$ cat config.mk
export PLATFORM = sky130hd
export DESIGN_NAME = dual_mode_heading_pid_drive_unit
export DESIGN_NICKNAME = d
export VERILOG_FILES = /design/src/rtl/core/hdpd_pkg.sv /design/src/rtl/core/hdpd_state.sv /design/src/rtl/core/hdpd_mult.sv /design/src/rtl/core/hdpd_out.sv /design/src/rtl/core/dual_mode_heading_pid_drive_unit.sv
export SDC_FILE = /design/constraint.sdc
export NUM_CORES = 2
export LEC_CHECK = 0
export ABC_CLOCK_PERIOD_IN_PS = 8900
export BUFFER_PORTS_ARGS = -buffer_cell sky130_fd_sc_hd__buf_2
export CORE_UTILIZATION = 60
export CTS_CLUSTER_DIAMETER = 100
export DETAILED_ROUTE_END_ITERATION = 12
export HOLD_SLACK_MARGIN = 0.1
export PLACE_DENSITY = 0.84
export SYNTH_ARGS = -nofsm -noshare
export SYNTH_HDL_FRONTEND = slang
export SYNTH_HIERARCHICAL = 1
export SYNTH_SLANG_ARGS = --single-unit
$ cat constraint.sdc
create_clock -name clk -period 8.9 [get_ports clk]
set_input_delay 1.78 -clock clk [delete_from_list [all_inputs] [get_ports clk]]
set_output_delay 1.78 -clock clk [all_outputs]
set_load 0.05 [all_outputs]
$ cat src/rtl/core/hdpd_pkg.sv
// Package for the dual-mode heading PID drive unit.
// Holds fixed-point widths, limits, register codes and stage structs.
// No dependencies; every other file imports it.
`default_nettype none

package hdpd_pkg;

    localparam int ANGLE_FRAC_BITS = 8;
    localparam int GAIN_FRAC_BITS  = 12;

    localparam int YAW_W   = 17;
    localparam int ERR_W   = YAW_W + 1;
    localparam int DIFF_W  = ERR_W + 1;
    localparam int SSUM_W  = 32;
    localparam int TSUM_W  = 19;
    localparam int GAIN_W  = 16;
    localparam int SPEED_W = 7;
    localparam int OUT_W   = 16;
    localparam int IDX_W   = 3;

    localparam int P_W   = GAIN_W + 1 + ERR_W;
    localparam int I_W   = GAIN_W + 1 + SSUM_W;
    localparam int D_W   = GAIN_W + 1 + DIFF_W;
    localparam int ACC_W = I_W + 2;
    localparam int PID_W = 14;
    localparam int SPD_W = 18;

    localparam int STRAIGHT_DEADBAND = 1 << (ANGLE_FRAC_BITS - 1);
    localparam int SPIN_DEADBAND     = 1 << ANGLE_FRAC_BITS;
    localparam int SPIN_WINDOW       = 30 << ANGLE_FRAC_BITS;
    localparam int SPIN_SUM_LIMIT    = 1000 << ANGLE_FRAC_BITS;
    localparam int STRAIGHT_LIMIT    = 10;
    localparam int SPIN_LIMIT        = 13;

    typedef enum logic {
        LOOP_STRAIGHT = 1'b0,
        LOOP_SPIN     = 1'b1
    } loop_t;

    typedef enum logic [IDX_W-1:0] {
        REG_KP_STRAIGHT = 3'd0,
        REG_KI_STRAIGHT = 3'd1,
        REG_KD_STRAIGHT = 3'd2,
        REG_KP_SPIN     = 3'd3,
        REG_KI_SPIN     = 3'd4,
        REG_KD_SPIN     = 3'd5,
        REG_CRUISE      = 3'd6,
        REG_SPIN_SPEED  = 3'd7
    } cfg_reg_t;

    typedef struct packed {
        logic [GAIN_W-1:0]  kp_straight;
        logic [GAIN_W-1:0]  ki_straight;
        logic [GAIN_W-1:0]  kd_straight;
        logic [GAIN_W-1:0]  kp_spin;
        logic [GAIN_W-1:0]  ki_spin;
        logic [GAIN_W-1:0]  kd_spin;
        logic [SPEED_W-1:0] cruise_speed;
        logic [SPEED_W-1:0] spin_speed;
    } gains_t;

    localparam gains_t GAINS_RESET = '{
        kp_straight:  16'd9380,
        ki_straight:  16'd725,
        kd_straight:  16'd8192,
        kp_spin:      16'd287,
        ki_spin:      16'd0,
        kd_spin:      16'd246,
        cruise_speed: 7'd70,
        spin_speed:   7'd20
    };

    typedef struct packed {
        loop_t                     mode;
        logic                      emit_ok;
        logic signed [ERR_W-1:0]   err;
        logic signed [DIFF_W-1:0]  diff;
        logic signed [SSUM_W-1:0]  sum;
    } err_stage_t;

    typedef struct packed {
        loop_t                     mode;
        logic                      emit_ok;
        logic signed [P_W-1:0]     prod_p;
        logic signed [I_W-1:0]     prod_i;
        logic signed [D_W-1:0]     prod_d;
    } prod_stage_t;

endpackage

`default_nettype wire

$ cat src/rtl/core/hdpd_state.sv
// Loop state and error stage: per-mode target, previous error and error sum.
// Forms error, derivative term and the new sum for each accepted item.
// Depends on hdpd_pkg.
`default_nettype none

module hdpd_state (
    input  wire logic                          clk,
    input  wire logic                          rst_n,
    input  wire logic                          yaw_valid,
    output logic                               yaw_ready,
    input  wire logic                          run_enable,
    input  wire logic                          req_type,
    input  wire logic                          loop_clear,
    input  wire logic                          capture_target,
    input  wire logic signed [hdpd_pkg::YAW_W-1:0] yaw_angle,
    input  wire logic                          down_ready,
    output logic                               stage_valid,
    output hdpd_pkg::err_stage_t               stage_data
);
    import hdpd_pkg::*;

    localparam logic signed [ERR_W-1:0]  STR_DB_HI = ERR_W'(STRAIGHT_DEADBAND);
    localparam logic signed [ERR_W-1:0]  STR_DB_LO = -ERR_W'(STRAIGHT_DEADBAND);
    localparam logic signed [ERR_W-1:0]  SPN_DB_HI = ERR_W'(SPIN_DEADBAND);
    localparam logic signed [ERR_W-1:0]  SPN_DB_LO = -ERR_W'(SPIN_DEADBAND);
    localparam logic signed [ERR_W-1:0]  WIN_HI    = ERR_W'(SPIN_WINDOW);
    localparam logic signed [ERR_W-1:0]  WIN_LO    = -ERR_W'(SPIN_WINDOW);
    localparam logic signed [TSUM_W:0]   TSUM_HI   = (TSUM_W+1)'(SPIN_SUM_LIMIT);
    localparam logic signed [TSUM_W:0]   TSUM_LO   = -(TSUM_W+1)'(SPIN_SUM_LIMIT);

    logic signed [YAW_W-1:0]  straight_target_reg, spin_target_reg;
    logic signed [ERR_W-1:0]  straight_prev_reg, spin_prev_reg;
    logic signed [SSUM_W-1:0] straight_sum_reg;
    logic signed [TSUM_W-1:0] spin_sum_reg;
    logic                     valid_reg;
    err_stage_t               data_reg;

    loop_t                    mode;
    logic                     take;
    logic signed [YAW_W-1:0]  tgt_eff;
    logic signed [ERR_W-1:0]  prev_eff;
    logic signed [ERR_W-1:0]  err;
    logic signed [DIFF_W-1:0] diff;
    logic signed [SSUM_W-1:0] ssum_eff, ssum_next;
    logic signed [SSUM_W:0]   ssum_wide;
    logic signed [TSUM_W-1:0] tsum_eff, tsum_next;
    logic signed [TSUM_W:0]   tsum_wide;
    logic                     emit_ok;

    assign yaw_ready   = !valid_reg || down_ready;
    assign take        = yaw_valid && yaw_ready && run_enable;
    assign mode        = loop_t'(req_type);
    assign stage_valid = valid_reg;
    assign stage_data  = data_reg;

    always_comb
    begin
        if (capture_target)
        begin
            tgt_eff = yaw_angle;
        end
        else if (loop_clear)
        begin
            tgt_eff = '0;
        end
        else
        begin
            tgt_eff = (mode == LOOP_SPIN) ? spin_target_reg : straight_target_reg;
        end
        if (loop_clear)
        begin
            prev_eff = '0;
        end
        else
        begin
            prev_eff = (mode == LOOP_SPIN) ? spin_prev_reg : straight_prev_reg;
        end
        ssum_eff = loop_clear ? '0 : straight_sum_reg;
        tsum_eff = loop_clear ? '0 : spin_sum_reg;

        err  = ERR_W'(tgt_eff) - ERR_W'(yaw_angle);
        diff = DIFF_W'(err) - DIFF_W'(prev_eff);

        ssum_wide = (SSUM_W+1)'(ssum_eff) + (SSUM_W+1)'(err);
        if (ssum_wide[SSUM_W] != ssum_wide[SSUM_W-1])
        begin
            ssum_next = ssum_wide[SSUM_W] ? {1'b1, {(SSUM_W-1){1'b0}}}
                                          : {1'b0, {(SSUM_W-1){1'b1}}};
        end
        else
        begin
            ssum_next = ssum_wide[SSUM_W-1:0];
        end

        tsum_wide = (TSUM_W+1)'(tsum_eff) + (TSUM_W+1)'(err);
        if (!(err < WIN_HI && err > WIN_LO))
        begin
            tsum_next = '0;
        end
        else if (tsum_wide > TSUM_HI)
        begin
            tsum_next = TSUM_HI[TSUM_W-1:0];
        end
        else if (tsum_wide < TSUM_LO)
        begin
            tsum_next = TSUM_LO[TSUM_W-1:0];
        end
        else
        begin
            tsum_next = tsum_wide[TSUM_W-1:0];
        end

        if (mode == LOOP_SPIN)
        begin
            emit_ok = (err > SPN_DB_HI) || (err < SPN_DB_LO);
        end
        else
        begin
            emit_ok = (err > STR_DB_HI) || (err < STR_DB_LO);
        end
    end

    always_ff @(posedge clk or negedge rst_n)
    begin
        if (!rst_n)
        begin
            straight_target_reg <= '0;
            straight_prev_reg   <= '0;
            straight_sum_reg    <= '0;
            spin_target_reg     <= '0;
            spin_prev_reg       <= '0;
            spin_sum_reg        <= '0;
            valid_reg           <= 1'b0;
        end
        else
        begin
            if (take && mode == LOOP_STRAIGHT)
            begin
                straight_target_reg <= tgt_eff;
                straight_prev_reg   <= err;
                straight_sum_reg    <= ssum_next;
            end
            if (take && mode == LOOP_SPIN)
            begin
                spin_target_reg <= tgt_eff;
                spin_prev_reg   <= err;
                spin_sum_reg    <= tsum_next;
            end
            if (yaw_ready)
            begin
                valid_reg <= take;
            end
        end
    end

    always_ff @(posedge clk)
    begin
        if (take)
        begin
            data_reg.mode    <= mode;
            data_reg.emit_ok <= emit_ok;
            data_reg.err     <= err;
            data_reg.diff    <= diff;
            data_reg.sum     <= (mode == LOOP_SPIN) ? SSUM_W'(tsum_next) : ssum_next;
        end
    end

endmodule

`default_nettype wire

$ cat src/rtl/core/hdpd_mult.sv
// Product stage: the three PID gain multiplies, registered.
// Gains are picked by the item's loop.
// Depends on hdpd_pkg.
`default_nettype none

module hdpd_mult (
    input  wire logic                 clk,
    input  wire logic                 rst_n,
    input  wire hdpd_pkg::gains_t     gains,
    input  wire logic                 up_valid,
    output logic                      up_ready,
    input  wire hdpd_pkg::err_stage_t up_data,
    input  wire logic                 down_ready,
    output logic                      stage_valid,
    output hdpd_pkg::prod_stage_t     stage_data
);
    import hdpd_pkg::*;

    logic                      valid_reg;
    prod_stage_t               data_reg;
    logic signed [GAIN_W:0]    kp, ki, kd;

    assign up_ready    = !valid_reg || down_ready;
    assign stage_valid = valid_reg;
    assign stage_data  = data_reg;

    always_comb
    begin
        if (up_data.mode == LOOP_SPIN)
        begin
            kp = $signed({1'b0, gains.kp_spin});
            ki = $signed({1'b0, gains.ki_spin});
            kd = $signed({1'b0, gains.kd_spin});
        end
        else
        begin
            kp = $signed({1'b0, gains.kp_straight});
            ki = $signed({1'b0, gains.ki_straight});
            kd = $signed({1'b0, gains.kd_straight});
        end
    end

    always_ff @(posedge clk or negedge rst_n)
    begin
        if (!rst_n)
        begin
            valid_reg <= 1'b0;
        end
        else if (up_ready)
        begin
            valid_reg <= up_valid;
        end
    end

    always_ff @(posedge clk)
    begin
        if (up_ready && up_valid)
        begin
            data_reg.mode    <= up_data.mode;
            data_reg.emit_ok <= up_data.emit_ok;
            data_reg.prod_p  <= kp * up_data.err;
            data_reg.prod_i  <= ki * up_data.sum;
            data_reg.prod_d  <= kd * up_data.diff;
        end
    end

endmodule

`default_nettype wire

$ cat src/rtl/core/hdpd_out.sv
// Output stage: PID sum, clamp, floor rounding, wheel mix and saturation.
// Holds the result register toward the command channel.
// Depends on hdpd_pkg.
`default_nettype none

module hdpd_out (
    input  wire logic                   clk,
    input  wire logic                   rst_n,
    input  wire hdpd_pkg::gains_t       gains,
    input  wire logic                   up_valid,
    output logic                        up_ready,
    input  wire hdpd_pkg::prod_stage_t  up_data,
    output logic                        cmd_valid,
    input  wire logic                   cmd_ready,
    output logic signed [hdpd_pkg::OUT_W-1:0] right_speed,
    output logic signed [hdpd_pkg::OUT_W-1:0] left_speed
);
    import hdpd_pkg::*;

    localparam int LIM_SHIFT = ANGLE_FRAC_BITS + GAIN_FRAC_BITS;
    localparam logic signed [ACC_W-1:0] STR_LIM = ACC_W'(STRAIGHT_LIMIT) <<< LIM_SHIFT;
    localparam logic signed [ACC_W-1:0] SPN_LIM = ACC_W'(SPIN_LIMIT) <<< LIM_SHIFT;
    localparam logic signed [SPD_W-1:0] OUT_MAX = SPD_W'((1 << (OUT_W - 1)) - 1);
    localparam logic signed [SPD_W-1:0] OUT_MIN = -SPD_W'(1 << (OUT_W - 1));

    function automatic logic signed [OUT_W-1:0] sat_out(input logic signed [SPD_W-1:0] v);
        logic signed [OUT_W-1:0] r;
        if (v > OUT_MAX)
        begin
            r = OUT_MAX[OUT_W-1:0];
        end
        else if (v < OUT_MIN)
        begin
            r = OUT_MIN[OUT_W-1:0];
        end
        else
        begin
            r = v[OUT_W-1:0];
        end
        return r;
    endfunction

    logic                     valid_reg;
    logic signed [OUT_W-1:0]  right_reg, left_reg;
    logic signed [ACC_W-1:0]  acc, lim, acc_clamped, acc_shifted;
    logic signed [PID_W-1:0]  pid;
    logic signed [SPD_W-1:0]  base, pid_ext, right_raw, left_raw;
    logic                     emit;

    assign up_ready    = !valid_reg || cmd_ready;
    assign cmd_valid   = valid_reg;
    assign right_speed = right_reg;
    assign left_speed  = left_reg;

    always_comb
    begin
        acc = ACC_W'(up_data.prod_p) + ACC_W'(up_data.prod_i) + ACC_W'(up_data.prod_d);
        lim = (up_data.mode == LOOP_SPIN) ? SPN_LIM : STR_LIM;
        if (acc > lim)
        begin
            acc_clamped = lim;
        end
        else if (acc < -lim)
        begin
            acc_clamped = -lim;
        end
        else
        begin
            acc_clamped = acc;
        end
        acc_shifted = acc_clamped >>> GAIN_FRAC_BITS;
        pid         = acc_shifted[PID_W-1:0];
        pid_ext     = SPD_W'(pid);

        if (up_data.mode == LOOP_SPIN)
        begin
            base = $signed(SPD_W'({gains.spin_speed, {ANGLE_FRAC_BITS{1'b0}}}));
            right_raw = (pid > 0) ? (base + pid_ext) : (pid_ext - base);
            left_raw  = -right_raw;
            emit      = up_data.emit_ok && (pid != '0);
        end
        else
        begin
            base = $signed(SPD_W'({gains.cruise_speed, {ANGLE_FRAC_BITS{1'b0}}}));
            right_raw = base - pid_ext;
            left_raw  = base + pid_ext;
            emit      = up_data.emit_ok;
        end
    end

    always_ff @(posedge clk or negedge rst_n)
    begin
        if (!rst_n)
        begin
            valid_reg <= 1'b0;
        end
        else if (up_ready)
        begin
            valid_reg <= up_valid && emit;
        end
    end

    always_ff @(posedge clk)
    begin
        if (up_ready && up_valid && emit)
        begin
            right_reg <= sat_out(right_raw);
            left_reg  <= sat_out(left_raw);
        end
    end

endmodule

`default_nettype wire

$ cat src/rtl/core/dual_mode_heading_pid_drive_unit.sv
// Dual-mode heading PID drive unit, top level: config registers and stage chain.
// Instantiates hdpd_state, hdpd_mult and hdpd_out; depends on hdpd_pkg.
// Usage:
//   Yaw channel (yaw_valid/yaw_ready) carries one yaw sample per item with
//   run_enable, req_type (straight or turn), loop_clear and capture_target.
//   Command channel (cmd_valid/cmd_ready) carries right_speed/left_speed.
//   An item with run_enable low, inside its loop's deadband, or with a zero
//   turn output gives no command; loop state still updates in the latter cases.
//   Config channel (cfg_valid/cfg_ready/cfg_index/cfg_data) writes gains and
//   base speeds; cfg_ready is always high. Write only while the unit is idle.
// Timing:
//   One item per cycle is sustained while cmd_ready stays high; loop state
//   closes in the first stage, so back-to-back items on the same loop see
//   each other's updates.
//   Stages: error/state, gain multiplies, PID sum/clamp/mix into result reg.
//   Each stage holds while its successor is full and stalled; yaw_ready stays
//   high while the result register is empty or being taken.
// Reset:
//   rst_n clears all loop state to zero, loads default gains and empties the
//   pipeline; items are accepted right after release.
`default_nettype none

module dual_mode_heading_pid_drive_unit (
    input  wire logic                                 clk,
    input  wire logic                                 rst_n,
    input  wire logic                                 yaw_valid,
    output logic                                      yaw_ready,
    input  wire logic                                 run_enable,
    input  wire logic                                 req_type,
    input  wire logic                                 loop_clear,
    input  wire logic                                 capture_target,
    input  wire logic signed [hdpd_pkg::YAW_W-1:0]    yaw_angle,
    output logic                                      cmd_valid,
    input  wire logic                                 cmd_ready,
    output logic signed [hdpd_pkg::OUT_W-1:0]         right_speed,
    output logic signed [hdpd_pkg::OUT_W-1:0]         left_speed,
    input  wire logic                                 cfg_valid,
    output logic                                      cfg_ready,
    input  wire logic [hdpd_pkg::IDX_W-1:0]           cfg_index,
    input  wire logic [hdpd_pkg::GAIN_W-1:0]          cfg_data
);
    import hdpd_pkg::*;

    gains_t      gains_reg, gains_next;
    logic        s1_valid, s1_ready;
    err_stage_t  s1_data;
    logic        s2_valid, s2_ready;
    prod_stage_t s2_data;

    assign cfg_ready = 1'b1;

    always_comb
    begin
        gains_next = gains_reg;
        if (cfg_valid && cfg_ready)
        begin
            unique case (cfg_reg_t'(cfg_index))
                REG_KP_STRAIGHT: gains_next.kp_straight  = cfg_data;
                REG_KI_STRAIGHT: gains_next.ki_straight  = cfg_data;
                REG_KD_STRAIGHT: gains_next.kd_straight  = cfg_data;
                REG_KP_SPIN:     gains_next.kp_spin      = cfg_data;
                REG_KI_SPIN:     gains_next.ki_spin      = cfg_data;
                REG_KD_SPIN:     gains_next.kd_spin      = cfg_data;
                REG_CRUISE:      gains_next.cruise_speed = cfg_data[SPEED_W-1:0];
                REG_SPIN_SPEED:  gains_next.spin_speed   = cfg_data[SPEED_W-1:0];
                default:         gains_next = gains_reg;
            endcase
        end
    end

    always_ff @(posedge clk or negedge rst_n)
    begin
        if (!rst_n)
        begin
            gains_reg <= GAINS_RESET;
        end
        else
        begin
            gains_reg <= gains_next;
        end
    end

    hdpd_state u_state (
        .clk            (clk),
        .rst_n          (rst_n),
        .yaw_valid      (yaw_valid),
        .yaw_ready      (yaw_ready),
        .run_enable     (run_enable),
        .req_type       (req_type),
        .loop_clear     (loop_clear),
        .capture_target (capture_target),
        .yaw_angle      (yaw_angle),
        .down_ready     (s1_ready),
        .stage_valid    (s1_valid),
        .stage_data     (s1_data)
    );

    hdpd_mult u_mult (
        .clk         (clk),
        .rst_n       (rst_n),
        .gains       (gains_reg),
        .up_valid    (s1_valid),
        .up_ready    (s1_ready),
        .up_data     (s1_data),
        .down_ready  (s2_ready),
        .stage_valid (s2_valid),
        .stage_data  (s2_data)
    );

    hdpd_out u_out (
        .clk         (clk),
        .rst_n       (rst_n),
        .gains       (gains_reg),
        .up_valid    (s2_valid),
        .up_ready    (s2_ready),
        .up_data     (s2_data),
        .cmd_valid   (cmd_valid),
        .cmd_ready   (cmd_ready),
        .right_speed (right_speed),
        .left_speed  (left_speed)
    );

endmodule

`default_nettype wire

==> reports/qor.yml <==
cp-end-kind: "flip-flop"
cts_made_buffers: 50
hpwlAfterDp_um: 156000
cts_hold_buf: 0
ys_types: 125
viasPerCell: 6.00
cts_tree: "yes"
wl_per_cell_um: 21.6
cts.root.buffer_cell: "clkbuf_16"
rr_worst_depth: 43
fin_crit_ns: 8.60
dp_cells: 9164
startpoint_type: "flip-flop"
initial_utilization_pct: 60.4
setup_viol: 0
worstPathMaxFanout: 5
relSlewSlack_pct: 26.5
gp_congestion: 0.990
drtIter0Drc: 4931
cp-endpoint: "u_out/left_speed[7]$_SDFFCE_PN1P_"
final_hold_viol_count: 0
fin_cells: 9279
num_rows: 126
postSynthCellCount: 7679
grt_pass1_vias: 59300
grt_start_max_net_pins: 142
path_delay_family: "simple AND/OR/NAND/NOR gates"
areaGrowthSynthToFinish_pct: 6.51
worstSetupPathDepth: 43
worstPathRequired_ns: 9.37
max_freq_ghz: 0.116
synthTopCellsByCount: "inv_1 (1,524), fa_1 (1,145), nand2_1 (900)"
rsz0062_at_grt: "true"
dieWidth_um: 347
firstDrtPassIters: 6
hold_path.class: "reg -> reg"
clkTransAtPathRegs_ns: 0.06
timing.rr.start: "u_mult/stage_data[87]$_DFFE_PP_"
r2r-end: "u_out/left_speed[7]$_SDFFCE_PN1P_"
grt_use_total_pct: 33.8
wirelength_um: 201000
cts.sinks: 459
synth_top_area_share_pct: 32.2
status: "completed"
drv_slew: 0
worst-slew-pin-transition_ns: 1.10
io_buffers: 78
htreeDepth: 2
drive_above_1_share_pct: 9.18
die_area_sq_um: 120000
crit_type: "reg -> reg"
ios: 80
synthTopCellsByArea: "fa_1 (32%), edfxtp_1 (9.5%), inv_1 (8.0%)"
vias: 55700
antenna_found_initial: 19
max_stage_delay_ns: 0.57
die_y_um: 347
yosysMostFrequentCell: "inv_1"
period_share_pct: 96.6
final_util_pct: 64.4
synthArstFlopShare_pct: 51.0
cpMostUsedCell: "buf_4"
critical-path-slowest-cell: "fa_1"
critical_path_buf_inv_count: 8
cts_buffer_depth: 3
synth-edff-count: 225
crit_start: "u_mult/stage_data[87]$_DFFE_PP_"
ant_nets: 0
maxCapViolations: 0
r2r_setup_slack_ns: 0.30
synth_area_sq_um: 71300
largest_reg_flops: 122
fin_skew_ns: 0.0546
clkLatencyLatePin_ns: 0.65
synth_area_per_cell_sq_um: 9.28
overflow: 0
drc_errors: 0
synth_nets: 9308
final_nets: 9322
grt_pass1_wl_um: 319000
yosysTopAreaCell: "fa_1"
synth_seq_cells: 459
arrival_ns: 9.07
yosysSeqAreaShare_pct: 17.8
yosys_warnings: 6
core_sq_um: 118000
synth_flop_cell: "edfxtp_1"
[cell type report]
| cell class | instances | area [sq um] |
|---|---|---|
| Clock inverter | 24 | 251 |
| Multi-Input combinational cell | 5400 | 52100 |
| Inverter | 1529 | 5740 |
| Antenna cell | 9 | 22.5 |
| Clock buffer | 69 | 1480 |
| Tap cell | 1536 | 1920 |
| Timing Repair Buffer | 253 | 1750 |
| Sequential cell | 459 | 12600 |
| Fill cell | 9084 | 42000 |
[metal layers]
| metal | wire [um] | GRT usage (%) | vias up |
|---|---|---|---|
| met5 | 193 | 0 | - |
| met4 | 9950 | 14.7 | 24 |
| met3 | 18900 | 7.81 | 649 |
| met2 | 96300 | 56.4 | 2811 |
| met1 | 75500 | 42.1 | 27800 |
| li1 | - | - | 24400 |
[timing repair]
action / in CTS / in global routing
endpoints found under the setup margin: 27 / 32
gates cloned: 0 / 1
setup buffers: 0 / 12
pin swaps: 2 / 21
gates resized for setup: 6 / 56
[placed cells by master (no fill, tap or decap), drive strengths merged, types with 29 or more instances in the layout]
master / instances
xor2: 67
dfstp: 29
a211oi: 47
a21oi: 303
o21ai: 306
nand2: 901
ha: 439
clkbuf: 69
edfxtp: 225
nor3: 71
or2: 36
dfrtp: 205
o211ai: 42
xnor2: 174
nor2: 242
a21o: 77
and2: 219
a31oi: 35
mux2i: 46
nor2b: 402
fa: 1145
mux2: 176
nand3: 66
inv: 1534
o21a: 56
nand4: 55
nand2b: 61
buf: 253
[worst min-delay path by stage]
stage | start | endpoint | slack, ns | cells after the start
after global placement | u_state/spin_sum_reg[10]$_DFFE_PN0P_ | u_state/spin_sum_reg[10]$_DFFE_PN0P_ | 0.45 | 2
final | u_state/straight_sum_reg[19]$_DFFE_PN0P_ | u_state/straight_sum_reg[19]$_DFFE_PN0P_ | 0.47 | 2
after CTS | u_state/straight_sum_reg[5]$_DFFE_PN0P_ | u_state/straight_sum_reg[5]$_DFFE_PN0P_ | 0.48 | 1
after global routing | u_state/spin_sum_reg[7]$_DFFE_PN0P_ | u_state/spin_sum_reg[7]$_DFFE_PN0P_ | 0.50 | 2
after floorplan | u_state/stage_data[69]$_DFFE_PP_ | u_mult/stage_data[120]$_DFFE_PP_ | 0.40 | 0
after detailed placement | u_state/spin_sum_reg[2]$_DFFE_PN0P_ | u_state/spin_sum_reg[2]$_DFFE_PN0P_ | 0.46 | 2
[through the flow]
stage | setup WS (ns) | hold WS [ns] | TNS, ns | cell area [sq um]
after floorplan | 0.190 | 0.400 | 0 | 71300
after global placement | -0.0693 | 0.451 | -0.340 | 73800
after detailed placement | -0.344 | 0.461 | -4.88 | 73800
after CTS | 0.00216 | 0.476 | 0 | 75500
after global routing | -0.0863 | 0.496 | -0.983 | 75900
final | 0.301 | 0.470 | 0 | 75900
[logic make-up (layout without fill, tap and decap cells)]
kind of cell	count (synthesis)	in the layout	synth area share, %
DFF	459	459	17.8
muxes	222	222	3.50
xor gates and xnor gates	242	242	3.01
buffers and inverters	1821	1875	9.76
adders and majority gates	1596	1596	40.0
other	1	10	0.00526
and+or+nand+nor	2204	2204	15.4
AOI/OAI and AO/OA	1134	1135	10.5
[worst min-delay path, cell delays in order (launching register included)]
cell	delay, ns
dfrtp_1	0.33
nand2_1	0.04
o21ai_0	0.06
Power is not shown: default switching activity piles up to over one toggle a cycle in this logic, so the estimate is an artifact.
